[src/rtl/core/handheld_bus_address_decoder_unit_macros.svh]
// Assertion macros shared by the decoder RTL.
`ifndef HANDHELD_BUS_ADDRESS_DECODER_UNIT_MACROS_SVH
`define HANDHELD_BUS_ADDRESS_DECODER_UNIT_MACROS_SVH

// Checked at every rising edge, switched off while reset is low.
`define HBAD_ASSERT(lbl, clk, rst_n, prop, msg) \
    lbl: assert property (@(posedge clk) disable iff (!rst_n) prop) else $error(msg);

// Checked at every rising edge, also during reset.
`define HBAD_ASSERT_ALWAYS(lbl, clk, prop, msg) \
    lbl: assert property (@(posedge clk) prop) else $error(msg);

`endif

[src/rtl/core/hbad_pkg.sv]
package hbad_pkg;

    localparam int WORK_RAM_DEPTH_DEF = 8192;
    localparam int HIGH_RAM_DEPTH_DEF = 127;

    localparam logic [15:0] ADDR_CART_END   = 16'h7FFF;
    localparam logic [15:0] ADDR_ECHO_BASE  = 16'hE000;
    localparam logic [15:0] ADDR_UNUSABLE   = 16'hFEA0;
    localparam logic [15:0] ADDR_IRQ_FLAGS  = 16'hFF0F;
    localparam logic [15:0] ADDR_DMA        = 16'hFF46;
    localparam logic [15:0] ADDR_HIGH_RAM   = 16'hFF80;
    localparam logic [15:0] ADDR_IRQ_ENABLE = 16'hFFFF;

    localparam logic [7:0] READ_UNMAPPED = 8'hFF;

    typedef enum logic [2:0] {
        TGT_LOCAL  = 3'd0,
        TGT_CART   = 3'd1,
        TGT_VIDEO  = 3'd2,
        TGT_JOYPAD = 3'd3,
        TGT_SERIAL = 3'd4,
        TGT_TIMER  = 3'd5,
        TGT_DMA    = 3'd6
    } t_target;

    typedef enum logic [2:0] {
        SEL_NONE       = 3'd0,
        SEL_WORK_RAM   = 3'd1,
        SEL_HIGH_RAM   = 3'd2,
        SEL_IRQ_FLAGS  = 3'd3,
        SEL_IRQ_ENABLE = 3'd4
    } t_sel;

    typedef struct packed {
        t_target tgt;
        t_sel    sel;
    } t_dec;

endpackage

[src/rtl/core/hbad_decode.sv]
module hbad_decode
    import hbad_pkg::*;
(
    input  logic        i_req_type,
    input  logic [15:0] i_address,
    output t_dec        o_dec
);

    always_comb begin
        o_dec.tgt = TGT_LOCAL;
        o_dec.sel = SEL_NONE;
        if (i_address inside {[16'h0000:ADDR_CART_END], [16'hA000:16'hBFFF]}) begin
            o_dec.tgt = TGT_CART;
        end else if ((i_address inside {[16'h8000:16'h9FFF], [16'hFE00:ADDR_UNUSABLE - 16'd1],
                                        [16'hFF40:16'hFF4B]}) && (i_address != ADDR_DMA)) begin
            o_dec.tgt = TGT_VIDEO;
        end else if (i_address == 16'hFF00) begin
            o_dec.tgt = TGT_JOYPAD;
        end else if (i_address inside {[16'hFF01:16'hFF02]}) begin
            o_dec.tgt = TGT_SERIAL;
        end else if (i_address inside {[16'hFF04:16'hFF07]}) begin
            o_dec.tgt = TGT_TIMER;
        end else if ((i_address == ADDR_DMA) && i_req_type) begin
            o_dec.tgt = TGT_DMA;
        end else if (i_address inside {[16'hC000:ADDR_ECHO_BASE + 16'h1DFF]}) begin
            o_dec.sel = SEL_WORK_RAM;
        end else if (i_address inside {[ADDR_HIGH_RAM:ADDR_IRQ_ENABLE - 16'd1]}) begin
            o_dec.sel = SEL_HIGH_RAM;
        end else if (i_address == ADDR_IRQ_FLAGS) begin
            o_dec.sel = SEL_IRQ_FLAGS;
        end else if (i_address == ADDR_IRQ_ENABLE) begin
            o_dec.sel = SEL_IRQ_ENABLE;
        end
    end

endmodule

[config.mk]
export PLATFORM = sky130hd
export DESIGN_NAME = hbad_decode
export DESIGN_NICKNAME = d
export VERILOG_FILES = /design/src/rtl/core/handheld_bus_address_decoder_unit_macros.svh /design/src/rtl/core/hbad_pkg.sv /design/src/rtl/core/hbad_decode.sv
export SDC_FILE = /design/constraint.sdc
export NUM_CORES = 1
export LEC_CHECK = 0
export BUFFER_PORTS_ARGS = -buffer_cell sky130_fd_sc_hd__clkbuf_2
export CAP_MARGIN = 20
export CORE_AREA = 8 8 45 47
export DETAILED_ROUTE_END_ITERATION = 12
export DIE_AREA = 0 0 53 55
export PLACE_DENSITY_LB_ADDON = 0.2
export SYNTH_ARGS = -nofsm -noshare
export SYNTH_HDL_FRONTEND = slang
export SYNTH_SLANG_ARGS = --single-unit
[constraint.sdc]
create_clock -name vclk -period 2.8
set_input_delay 0.14 -clock vclk [all_inputs]
set_output_delay 0.14 -clock vclk [all_outputs]
set_load 0.005 [all_outputs]
==> key figures <==
Run status
  • Outcome: completed

Floorplanning
  • Core ar.: 1384 µm²
  • Die Y: 55 µm
  • I/O pins: 23
  • Die Width: 53 µm
  • Site Rows: 14
  • Die area: 2915 µm²
  • Initial Util: 16.82%

Routing
  • Iter 0 DRT Violations: 5
  • Max layer used: met3
  • Antenna Nets Post-Route: 0
  • Drt wl/cell: 11.19 µm
  • Met2 routed WL: 391 µm
  • DRC viols: 0
  • Met3 Wirelength: 91 µm
  • DRT Wirelength: 862 µm
  • Via-to-Cell Ratio: 4.883
  • Drt first pass iters: 4
  • Metal1 wirelength: 378 µm
  • Vias: 376

Hold path
  • Min-delay src: i_address[15]
  • Hold Crit Class: input pin to output pin
  • Worst Hold End: o_dec[3]
  • WHS Path Cells: 3

Clock network
  • Post-CTS Setup Repair Bufs: 0
  • CTS resizes: 0
  • Hold Buf Count CTS: 0

Logic synthesis
  • Synthesis Warnings: 0
  • Most common library cells after synthesis: nor2_1, nand2_1
  • Mapped Area: 232.7 µm²
  • Count leader, synth: nor2_1
  • Distinct cell type count after synthesis: 25
  • Share of the synthesized area in the top cell type: 9.677%
  • Seq/Total Area, Yosys: 0%
  • Leading area contributor after synthesis: nor2_1
  • Gate Count Post-Synth: 38
  • Mapped Nets: 55
  • Avg Inst Size Synth: 6.124 µm²
  • Synth top area cells: nor2_1, nand2_1, nand4_1, nand4bb_1, a21bo_2

Final layout
  • Register Area: 0 µm²
  • Clock buffer count: 0
  • Layout Nets: 80
  • Share of layout cells above drive strength 1: 42.62%
  • Seq Cell Count: 0
  • Cell area after layout: 367.9 µm²
  • Area grow syn2layout: 58.06%
  • Diode count: 0

Critical path
  • Critical path cell sequence: clkbuf_2, or4b_1, or3_1, o32ai_1, clkbuf_2
  • CP startpoint kind: input pin
  • Max Fanout on Critical Path: 5
  • CP endpoint kind: output pin
  • Critical-path top delay cell: or4b_1
  • Crit path largest cell delay: 0.54 ns
  • Req. time, crit path: 2.66 ns
  • Worst Path Arrival: 1.58 ns
  • Setup CP Type: input pin to output pin
  • Most used cell, CP: clkbuf_2
  • Worst Setup SP: i_address[5]

Timing
  • Final count of negative-setup-slack endpoints: 0
  • Final hold slack: 0.5658 ns
  • Final min period: 1.716 ns
  • Max Clock Freq: 0.5827 GHz
  • Final hold viol count: 0
  • Worst slew pin tran: 0.4231 ns
  • RSZ-0062 raised after global routing: no
  • Total negative slack: 0 ns
  • Slew margin rel.: 71.53%
  • Fin crit share: 61.30%
  • Final Max Tran Viols: 0

Placed design
  • Dpl cell area: 367.9 µm²
  • HPWL after DPL: 784 µm
  • Port Buf Inserts: 23
  • Gp weighted congestion: 0.7227

Global route
  • Initial antenna violation count: 0
  • Largest net degree at the start of global routing: 7
  • Gr ovfl total: 0
  • Global-route wire length before repair: 1380 µm
  • Vias in the first global route: 356
  • GRT Util Overall: 5.668%

Power and ir drop
  • Leakage Power: 0.0001742 µW
  • Total power: 36.55 µW
  • Power density over cell area: 99.37 nW/µm²
  • VDD IR max: 26.62 µV

Flow run
  • Max-cap violations: 0
[critical path: cells and delay by family]
kind,cells,cell delay (ns)
AOI/OAI and AO/OA,1,0.28
buffers and inverters,2,0.27
and+or+nand+nor,2,0.88
[final cells by class]
cell class / count / area, µm²
well taps: 16 / 20.02
multi-input cells: 36 / 225.2
repair buffers: 23 / 115.1
inverters: 2 / 7.507
fillers: 159 / 1016
[placed cells by master, fill, tap and decap left out]
| cell type | synthesis | layout |
|---|---|---|
| nor3_1 | 1 | 1 |
| nand3_1 | 2 | 2 |
| o32ai_1 | 1 | 1 |
| nor2b_2 | 1 | 1 |
| inv_1 | 2 | 2 |
| xor2_1 | 1 | 1 |
| nor2_1 | 6 | 6 |
| o22ai_1 | 1 | 1 |
| and4b_1 | 1 | 1 |
| and4_1 | 1 | 1 |
| o21ai_1 | 2 | 2 |
| nand4bb_1 | 1 | 1 |
| nor2_2 | 1 | 1 |
| clkbuf_2 | 0 | 23 |
| or4_1 | 1 | 1 |
| nand4_1 | 2 | 2 |
| or3_1 | 1 | 1 |
| o221ai_1 | 1 | 1 |
| a22oi_1 | 1 | 1 |
| or4b_1 | 1 | 1 |
| a21oi_1 | 1 | 1 |
| a21bo_2 | 1 | 1 |
| nand2_1 | 5 | 5 |
| nor4_1 | 1 | 1 |
| a2bb2oi_1 | 1 | 1 |
| o21a_1 | 1 | 1 |
[cells by family after synthesis]
family | count (synthesis) | synth area share (%)
buffers and inverters | 2 | 3.227
xor gates and xnor gates | 1 | 3.764
AOI/OAI and AO/OA | 10 | 31.19
and+or+nand+nor | 25 | 61.83
[metal layers]
metal | track usage (%) | up-vias
met5 | 0 | -
met4 | 0 | 0
met3 | 1.070 | 0
met2 | 9.961 | 12
met1 | 7.391 | 166
li1 | - | 198
[how the worst max path moves through the flow]
| stage | end | slack [ns] | cells past startpoint |
|---|---|---|---|
| after floorplan | o_dec[4] | 1.37 | 4 |
| after global placement | o_dec[5] | 1.11 | 5 |
| after detailed placement | o_dec[5] | 1.09 | 5 |
| after CTS | o_dec[5] | 1.09 | 5 |
| after global routing | o_dec[4] | 0.97 | 6 |
| final | o_dec[5] | 1.08 | 5 |
[power breakdown]
part	leakage [µW]	total, µW	internal, µW	switching [µW]
Clock	0	0	0	0
Sequential	0	0	0	0
Combinational	0.000174	36.6	18.4	18.1
[stage by stage]
step                std cells  worst slack (ns)  utilization [%]
floorplan                  38             1.371                -
global placement           77             1.106            26.58
detailed placement         77             1.094            26.58
CTS                        77             1.093            26.58
global route               77            0.9677            26.58
finish                     77             1.084            26.58
Power figures use the tool's default switching activity.
